`src/design/hcp_pkg.sv`:
```
// shared types and constants for the hex color string parser
package hcp_pkg;

    localparam logic [7:0] HASH_CHAR    = 8'h23;
    localparam logic [7:0] NUL_CHAR     = 8'h00;
    localparam logic [7:0] SPACE_CHAR   = 8'h20;
    localparam logic [7:0] TAB_CHAR     = 8'h09;
    localparam logic [7:0] CR_CHAR      = 8'h0d;
    localparam logic [2:0] SHORT_DIGITS = 3'd3;
    localparam logic [2:0] LONG_DIGITS  = 3'd6;

    typedef enum logic [1:0] {
        PH_LEAD  = 2'd0,
        PH_BODY  = 2'd1,
        PH_TRAIL = 2'd2,
        PH_FAIL  = 2'd3
    } t_phase;

    typedef struct packed {
        logic       is_nul;
        logic       is_blank;
        logic       is_hash;
        logic       is_hex;
        logic [3:0] value;
    } t_char_class;

    typedef struct packed {
        logic       ok;
        logic [7:0] red;
        logic [7:0] green;
        logic [7:0] blue;
    } t_result;

endpackage

```
`src/design/hcp_char_class.sv`:
```
// character classifier: whitespace, hash, nul and hex digit decode
module hcp_char_class (
    input  logic [7:0]          i_char,
    output hcp_pkg::t_char_class o_class
);

    always_comb begin
        o_class          = '0;
        o_class.is_nul   = (i_char == hcp_pkg::NUL_CHAR);
        o_class.is_hash  = (i_char == hcp_pkg::HASH_CHAR);
        o_class.is_blank = ((i_char >= hcp_pkg::TAB_CHAR) && (i_char <= hcp_pkg::CR_CHAR))
                           || (i_char == hcp_pkg::SPACE_CHAR);
        if ((i_char >= 8'h30) && (i_char <= 8'h39)) begin
            o_class.is_hex = 1'b1;
            o_class.value  = 4'(i_char - 8'h30);
        end else if ((i_char >= 8'h61) && (i_char <= 8'h66)) begin
            o_class.is_hex = 1'b1;
            o_class.value  = 4'(i_char - 8'h57);
        end else if ((i_char >= 8'h41) && (i_char <= 8'h46)) begin
            o_class.is_hex = 1'b1;
            o_class.value  = 4'(i_char - 8'h37);
        end
    end

endmodule

```
`src/design/hcp_parse_core.sv`:
```
// parse state: character count, phase, digit count and digit shift register
module hcp_parse_core #(
    parameter int BUFFER_BYTES = 32
) (
    input  logic                 i_clk,
    input  logic                 i_rst_n,
    input  logic                 i_step,
    input  logic                 i_eot,
    input  hcp_pkg::t_char_class i_class,
    output hcp_pkg::t_result     o_result
);

    localparam int CW = $clog2(BUFFER_BYTES);
    localparam logic [CW-1:0] LIMIT = CW'(BUFFER_BYTES - 1);

    hcp_pkg::t_phase r_phase, n_phase;
    logic [CW-1:0]   r_count, n_count;
    logic [2:0]      r_digits, n_digits;
    logic [23:0]     r_bits, n_bits;

    logic counted;
    logic take_hex;

    // a byte counts when the buffer is not full and it is not the terminator
    assign counted  = (r_count < LIMIT) && !i_class.is_nul;
    assign take_hex = i_class.is_hex &&
                      ((r_phase == hcp_pkg::PH_LEAD) || (r_phase == hcp_pkg::PH_BODY));

    // phase next state
    always_comb begin
        n_phase = r_phase;
        if (i_step) begin
            if (i_eot) begin
                n_phase = hcp_pkg::PH_LEAD;
            end else if (counted) begin
                unique case (r_phase)
                    hcp_pkg::PH_LEAD: begin
                        if (i_class.is_blank) begin
                            n_phase = hcp_pkg::PH_LEAD;
                        end else if (i_class.is_hash) begin
                            n_phase = hcp_pkg::PH_BODY;
                        end else if (i_class.is_hex) begin
                            n_phase = (r_digits >= hcp_pkg::LONG_DIGITS) ?
                                      hcp_pkg::PH_FAIL : hcp_pkg::PH_BODY;
                        end else begin
                            n_phase = hcp_pkg::PH_FAIL;
                        end
                    end
                    hcp_pkg::PH_BODY: begin
                        if (i_class.is_blank) begin
                            n_phase = hcp_pkg::PH_TRAIL;
                        end else if (i_class.is_hex) begin
                            n_phase = (r_digits >= hcp_pkg::LONG_DIGITS) ?
                                      hcp_pkg::PH_FAIL : hcp_pkg::PH_BODY;
                        end else begin
                            n_phase = hcp_pkg::PH_FAIL;
                        end
                    end
                    hcp_pkg::PH_TRAIL: begin
                        n_phase = i_class.is_blank ? hcp_pkg::PH_TRAIL : hcp_pkg::PH_FAIL;
                    end
                    default: begin
                        n_phase = hcp_pkg::PH_FAIL;
                    end
                endcase
            end
        end
    end

    // counters and digit register
    always_comb begin
        n_count  = r_count;
        n_digits = r_digits;
        n_bits   = r_bits;
        if (i_step) begin
            if (i_eot) begin
                n_count  = '0;
                n_digits = '0;
                n_bits   = '0;
            end else if (r_count < LIMIT) begin
                if (i_class.is_nul) begin
                    n_count = LIMIT;
                end else begin
                    n_count = r_count + 1'b1;
                    if (take_hex && (r_digits < hcp_pkg::LONG_DIGITS)) begin
                        n_digits = r_digits + 3'd1;
                        n_bits   = {r_bits[19:0], i_class.value};
                    end
                end
            end
        end
    end

    always_ff @(posedge i_clk) begin
        if (!i_rst_n) begin
            r_phase  <= hcp_pkg::PH_LEAD;
            r_count  <= '0;
            r_digits <= '0;
            r_bits   <= '0;
        end else begin
            r_phase  <= n_phase;
            r_count  <= n_count;
            r_digits <= n_digits;
            r_bits   <= n_bits;
        end
    end

    // result from the current state, used on the end marker
    always_comb begin
        o_result = '0;
        if (r_phase != hcp_pkg::PH_FAIL) begin
            if (r_digits == hcp_pkg::SHORT_DIGITS) begin
                o_result.ok    = 1'b1;
                o_result.red   = {r_bits[11:8], r_bits[11:8]};
                o_result.green = {r_bits[7:4], r_bits[7:4]};
                o_result.blue  = {r_bits[3:0], r_bits[3:0]};
            end else if (r_digits == hcp_pkg::LONG_DIGITS) begin
                o_result.ok    = 1'b1;
                o_result.red   = r_bits[23:16];
                o_result.green = r_bits[15:8];
                o_result.blue  = r_bits[7:0];
            end
        end
    end

endmodule

```
`src/design/hcp_out_reg.sv`:
```
// result register with valid and ready
module hcp_out_reg (
    input  logic             i_clk,
    input  logic             i_rst_n,
    input  logic             i_load,
    input  hcp_pkg::t_result i_result,
    input  logic             i_ready,
    output logic             o_valid,
    output logic             o_free,
    output hcp_pkg::t_result o_result
);

    logic             r_valid, n_valid;
    hcp_pkg::t_result r_result;

    assign o_free = !r_valid || i_ready;

    always_comb begin
        n_valid = r_valid;
        if (i_load) begin
            n_valid = 1'b1;
        end else if (i_ready) begin
            n_valid = 1'b0;
        end
    end

    always_ff @(posedge i_clk) begin
        if (!i_rst_n) begin
            r_valid <= 1'b0;
        end else begin
            r_valid <= n_valid;
        end
    end

    always_ff @(posedge i_clk) begin
        if (i_load) begin
            r_result <= i_result;
        end
    end

    assign o_valid  = r_valid;
    assign o_result = r_result;

endmodule

```
`src/design/hex_color_string_parser_top.sv`:
```
// top level of the hex color string parser
// Parses a color text sent one character per transaction and closed by a
// transaction with end_of_text set. Up to BUFFER_BYTES-1 characters count; a
// nul byte ends the counted text early. Leading and trailing whitespace is
// dropped, an optional '#' may lead, then exactly 3 or 6 hex digits must
// follow; 3 digits are doubled. The end marker yields one result transaction
// (ok, red, green, blue; colors zero when ok is 0) and clears the parser.
// Rate: one transaction per cycle sustained while no end marker waits. Each
// accepted transaction sits in the input register until it advances and the
// parse state updates; the result register loads when the end marker leaves
// the input register. An end marker waits in the input register only while a
// previous result is held by an output side that is not ready.
module hex_color_string_parser_top #(
    parameter int BUFFER_BYTES = 32
) (
    input  logic       i_clk,
    input  logic       i_rst_n,
    input  logic       i_in_valid,
    output logic       o_in_ready,
    input  logic [7:0] i_character,
    input  logic       i_end_of_text,
    output logic       o_out_valid,
    input  logic       i_out_ready,
    output logic       o_ok,
    output logic [7:0] o_red,
    output logic [7:0] o_green,
    output logic [7:0] o_blue
);

    // input register
    logic       r_in_valid, n_in_valid;
    logic [7:0] r_char;
    logic       r_eot;

    logic                 advance;
    logic                 out_free;
    logic                 in_take;
    hcp_pkg::t_char_class char_class;
    hcp_pkg::t_result     parse_result;
    hcp_pkg::t_result     out_result;

    // a character always advances; an end marker needs room for its result
    assign advance    = r_in_valid && (!r_eot || out_free);
    assign o_in_ready = !r_in_valid || advance;
    assign in_take    = i_in_valid && o_in_ready;

    always_comb begin
        n_in_valid = r_in_valid;
        if (in_take) begin
            n_in_valid = 1'b1;
        end else if (advance) begin
            n_in_valid = 1'b0;
        end
    end

    always_ff @(posedge i_clk) begin
        if (!i_rst_n) begin
            r_in_valid <= 1'b0;
        end else begin
            r_in_valid <= n_in_valid;
        end
    end

    // payload capture, no reset needed
    always_ff @(posedge i_clk) begin
        if (in_take) begin
            r_char <= i_character;
            r_eot  <= i_end_of_text;
        end
    end

    hcp_char_class u_class (
        .i_char  (r_char),
        .o_class (char_class)
    );

    hcp_parse_core #(
        .BUFFER_BYTES (BUFFER_BYTES)
    ) u_core (
        .i_clk    (i_clk),
        .i_rst_n  (i_rst_n),
        .i_step   (advance),
        .i_eot    (r_eot),
        .i_class  (char_class),
        .o_result (parse_result)
    );

    // result register, loaded when an end marker advances
    hcp_out_reg u_out (
        .i_clk    (i_clk),
        .i_rst_n  (i_rst_n),
        .i_load   (advance && r_eot),
        .i_result (parse_result),
        .i_ready  (i_out_ready),
        .o_valid  (o_out_valid),
        .o_free   (out_free),
        .o_result (out_result)
    );

    assign o_ok    = out_result.ok;
    assign o_red   = out_result.red;
    assign o_green = out_result.green;
    assign o_blue  = out_result.blue;

endmodule

```
`config.mk`:
```
export PLATFORM = sky130hd
export DESIGN_NAME = hex_color_string_parser_top
export DESIGN_NICKNAME = d
export VERILOG_FILES = /design/src/design/hcp_pkg.sv /design/src/design/hcp_char_class.sv /design/src/design/hcp_parse_core.sv /design/src/design/hcp_out_reg.sv /design/src/design/hex_color_string_parser_top.sv
export SDC_FILE = /design/constraint.sdc
export NUM_CORES = 1
export LEC_CHECK = 0
export ABC_AREA = 1
export BUFFER_PORTS_ARGS = -buffer_cell sky130_fd_sc_hd__buf_2
export CORE_MARGIN = 2
export CORE_UTILIZATION = 58
export CTS_CLUSTER_SIZE = 20
export DETAILED_ROUTE_END_ITERATION = 8
export PLACE_DENSITY_LB_ADDON = 0.12
export SETUP_SLACK_MARGIN = 0.5
export SYNTH_ARGS = -nofsm -noshare
export SYNTH_HDL_FRONTEND = slang
export SYNTH_SLANG_ARGS = --single-unit
```
`constraint.sdc`:
```
create_clock -name i_clk -period 2.1 [get_ports i_clk]
set_input_delay 0.315 -clock i_clk [delete_from_list [all_inputs] [get_ports i_clk]]
set_output_delay 0.315 -clock i_clk [all_outputs]
set_load 0.005 [all_outputs]
```
==> impl_metrics.tcl <==
set metrics [dict create \
    yosysMostFrequentCell "nand2_1" \
    worstHoldPathType "in2reg" \
    synthFlopType "dfxtp_1" \
    yosys-mux-area-fraction_pct 0 \
    ys.warnings.count 0 \
    leakagePower_uw 0.00175 \
    ant_nets 0 \
    dp_hpwl_um 4370 \
    finish.instance_area_mm2 0.00451 \
    yosys.area_share.adder_pct 3.25 \
    syn_area_mm2 0.00347 \
    drt_iter0_drc 364 \
    grt-ovfl-total 0 \
    fmax_mhz 525 \
    netlist_instances 418 \
    setup_viol 0 \
    drive_gt1_share_pct 33.9 \
    clockBufferDepth 2 \
    ios 40 \
    netlist.area_leader.share_pct 29.5 \
    grt-busiest-layer "met2" \
    min-delay-start "i_character[0]" \
    n_antenna_cell 0 \
    die-area_mm2 0.00661 \
    nets 501 \
    reg2reg_from "r_char[0]$_DFFE_PP_" \
    wire_per_inst_um 14.7 \
    startpoint "r_char[0]$_DFFE_PP_" \
    synth_edf_count 34 \
    areaGrowthSynthToFinish_pct 30.0 \
    chipWidth_um 81.3 \
    port_buffers 39 \
    use_met1_pct 27.9 \
    fin_crit_ns 1.91 \
    grt_usage_pct 23.5 \
    critPathKind "reg2reg" \
    netlist_top_cells_area "edfxtp_1 29%, dfxtp_1 21%, nand2_1 12%, a21oi_1 7.2%, nor2_1 5.6%" \
    first_pass_iters 5 \
    crit_path_end_kind "register" \
    ir_drop_v 0.000506 \
    crit_path_max_fanout 7 \
    gp_congestion 0.887 \
    vias 3066 \
    synth-xor-area-share_pct 0.505 \
    maxSlewViolCount 0 \
    fin_tns_setup_ns 0 \
    path_clk_slew_ns 0.08 \
    clock_sinks 70 \
    worst_slew_pin_slew_ns 0.844 \
    drc_errors 0 \
    syn_nets 440 \
    cts_max_level 3 \
    place_area_mm2 0.00382 \
    grt_pass1_wl_um 11900 \
    ys_ff_latch 70 \
    finalHoldViolations 0 \
    grt_pass1_vias 2675 \
    cts_hold_buf 0 \
    avgViaCountPerCell 5.48 \
    synth_common_cells "107 x nand2_1, 52 x nor2_1, 50 x a21oi_1" \
    clock_latency_ns 0.35 \
    start_util_pct 59.2 \
    grt_setup_unrepaired "true" \
    syn_area_per_cell_um2 8.29 \
    tritoncts "done" \
    grt_start_max_net_pins 53 \
    cp.required_ns 2.36 \
    finalPower_uw 3140 \
    core_area_mm2 0.00585 \
    cts_buffers 9 \
    grt_use_met2_pct 40.9 \
    synth_compound_area_share_pct 10.3 \
    yosys.area_share.simple_pct 28.2 \
    synthArstFlopShare_pct 0 \
    powerDensity_mw_per_mm2 696 \
    yosysSeqAreaShare_pct 50.3 \
    die_height_um 81.3 \
    synth_top_family_by_area "simple AND/OR/NAND/NOR gates" \
    grt_util_met3_pct 4.00 \
    finClkSkew_ns 0.0108 \
    slew_headroom_pct 43.7 \
    yosysTopAreaCell "edfxtp_1" \
    status "completed" \
    cap_violations 0 \
    finalCritPeriodShare_pct 90.8 \
    row_count 28 \
    yosys.cell_types.count 33 \
    wirelength_um 8200 \
    start_kind "register" \
    arrival_ns 2.17 \
    antenna_found_initial 0 \
    cts_root_buffer "clkbuf_8" \
]
## stage by stage
step | std cells | setup WS (ns) | hold slack, ns | utilization, %
finish | 559 | 0.193 | 0.140 | 77.0
global route | 559 | 0.129 | 0.142 | 77.0
CTS | 545 | 0.336 | 0.139 | 71.7
detailed placement | 517 | 0.0890 | 0.476 | 65.3
global placement | 517 | 0.188 | 0.475 | 65.3
floorplan | 418 | 0.413 | 0.414 | -
## metal layers
layer	share of wire (%)	wire (um)
met1	41	3340
met2	51	4160
met3	5.0	410
met4	3.6	294
met5	0	0
## report_power, final
group          internal [uW]  switching, uW  total [uW]
registers               1490           53.5        1540
clock network            669            521        1190
logic                    161            245         406
## cell families after synthesis
group / Yosys count
DFF: 70
and+or+nand+nor: 214
adders and majority gates: 9
AOI/OAI and AO/OA: 66
buffers and inverters: 57
xor gates and xnor gates: 2
## area by class of cell
cell class,instances,area (um^2)
clock inverters,6,87.6
repair inverters,1,7.51
fillers,377,1350
multi-input cells,299,1840
inverters,36,150
flip-flops and latches,70,1740
clock buffers,10,128
well taps,75,93.8
repair buffers,62,454
## registers in the layout (all words and copies together) (netlist names)
| signal | flops |
|---|---|
| u_core.r_phase | 2 |
| r_char | 8 |
| r_eot | 1 |
| u_core.r_bits | 24 |
| u_out.o_result | 25 |
| u_out.o_valid | 1 |
| u_core.r_digits | 3 |
| u_core.r_count | 5 |
| r_in_valid | 1 |
## what timing repair did
action | CTS | global route
cloned | 5 | 6
endpoints found under the setup margin | 55 | 73
hold endpoints to repair | 0 | 0
setup buffers | 7 | 8
resized for setup | 10 | 40
pin swaps | 8 | 32
## cells in the final DEF (no fill, tap or decap), types with 5 or more instances in the layout
cell,Yosys,final
a21oi_1,50,23
a21oi_2,0,25
buf_2,6,39
buf_4,2,14
buf_6,4,5
clkbuf_8,0,9
dfxtp_1,36,35
edfxtp_1,34,34
ha_1,9,6
inv_1,31,26
inv_2,4,6
nand2_1,107,103
nand2_4,2,5
nand2_8,0,8
nand3_1,29,26
nand3_2,12,15
nor2_1,52,45
o21ai_0,7,5
## worst max-delay path: stages, from the launching register on
cell and delay, ns:
edfxtp_1 0.47, inv_2 0.13, ha_4 0.16, inv_4 0.04
nor2_4 0.08, nand2_1 0.05, nand4_1 0.12, nand3_4 0.16
nand2_8 0.18, nand2_8 0.10, nand3_1 0.08, nand2_1 0.05
nor2_1 0.18
## final timing paths
check / end / slack [ns] / cells after the start
min reg2reg: u_core.r_bits[23]$_SDFFE_PN0P_ / 0.49 / 2
max reg2reg: u_core.r_bits[9]$_SDFFE_PN0P_ / 0.19 / 12
max: u_core.r_bits[9]$_SDFFE_PN0P_ / 0.19 / 12
min: r_char[0]$_DFFE_PP_ / 0.14 / 1
Note: power is estimated with default switching activity, not from simulation.
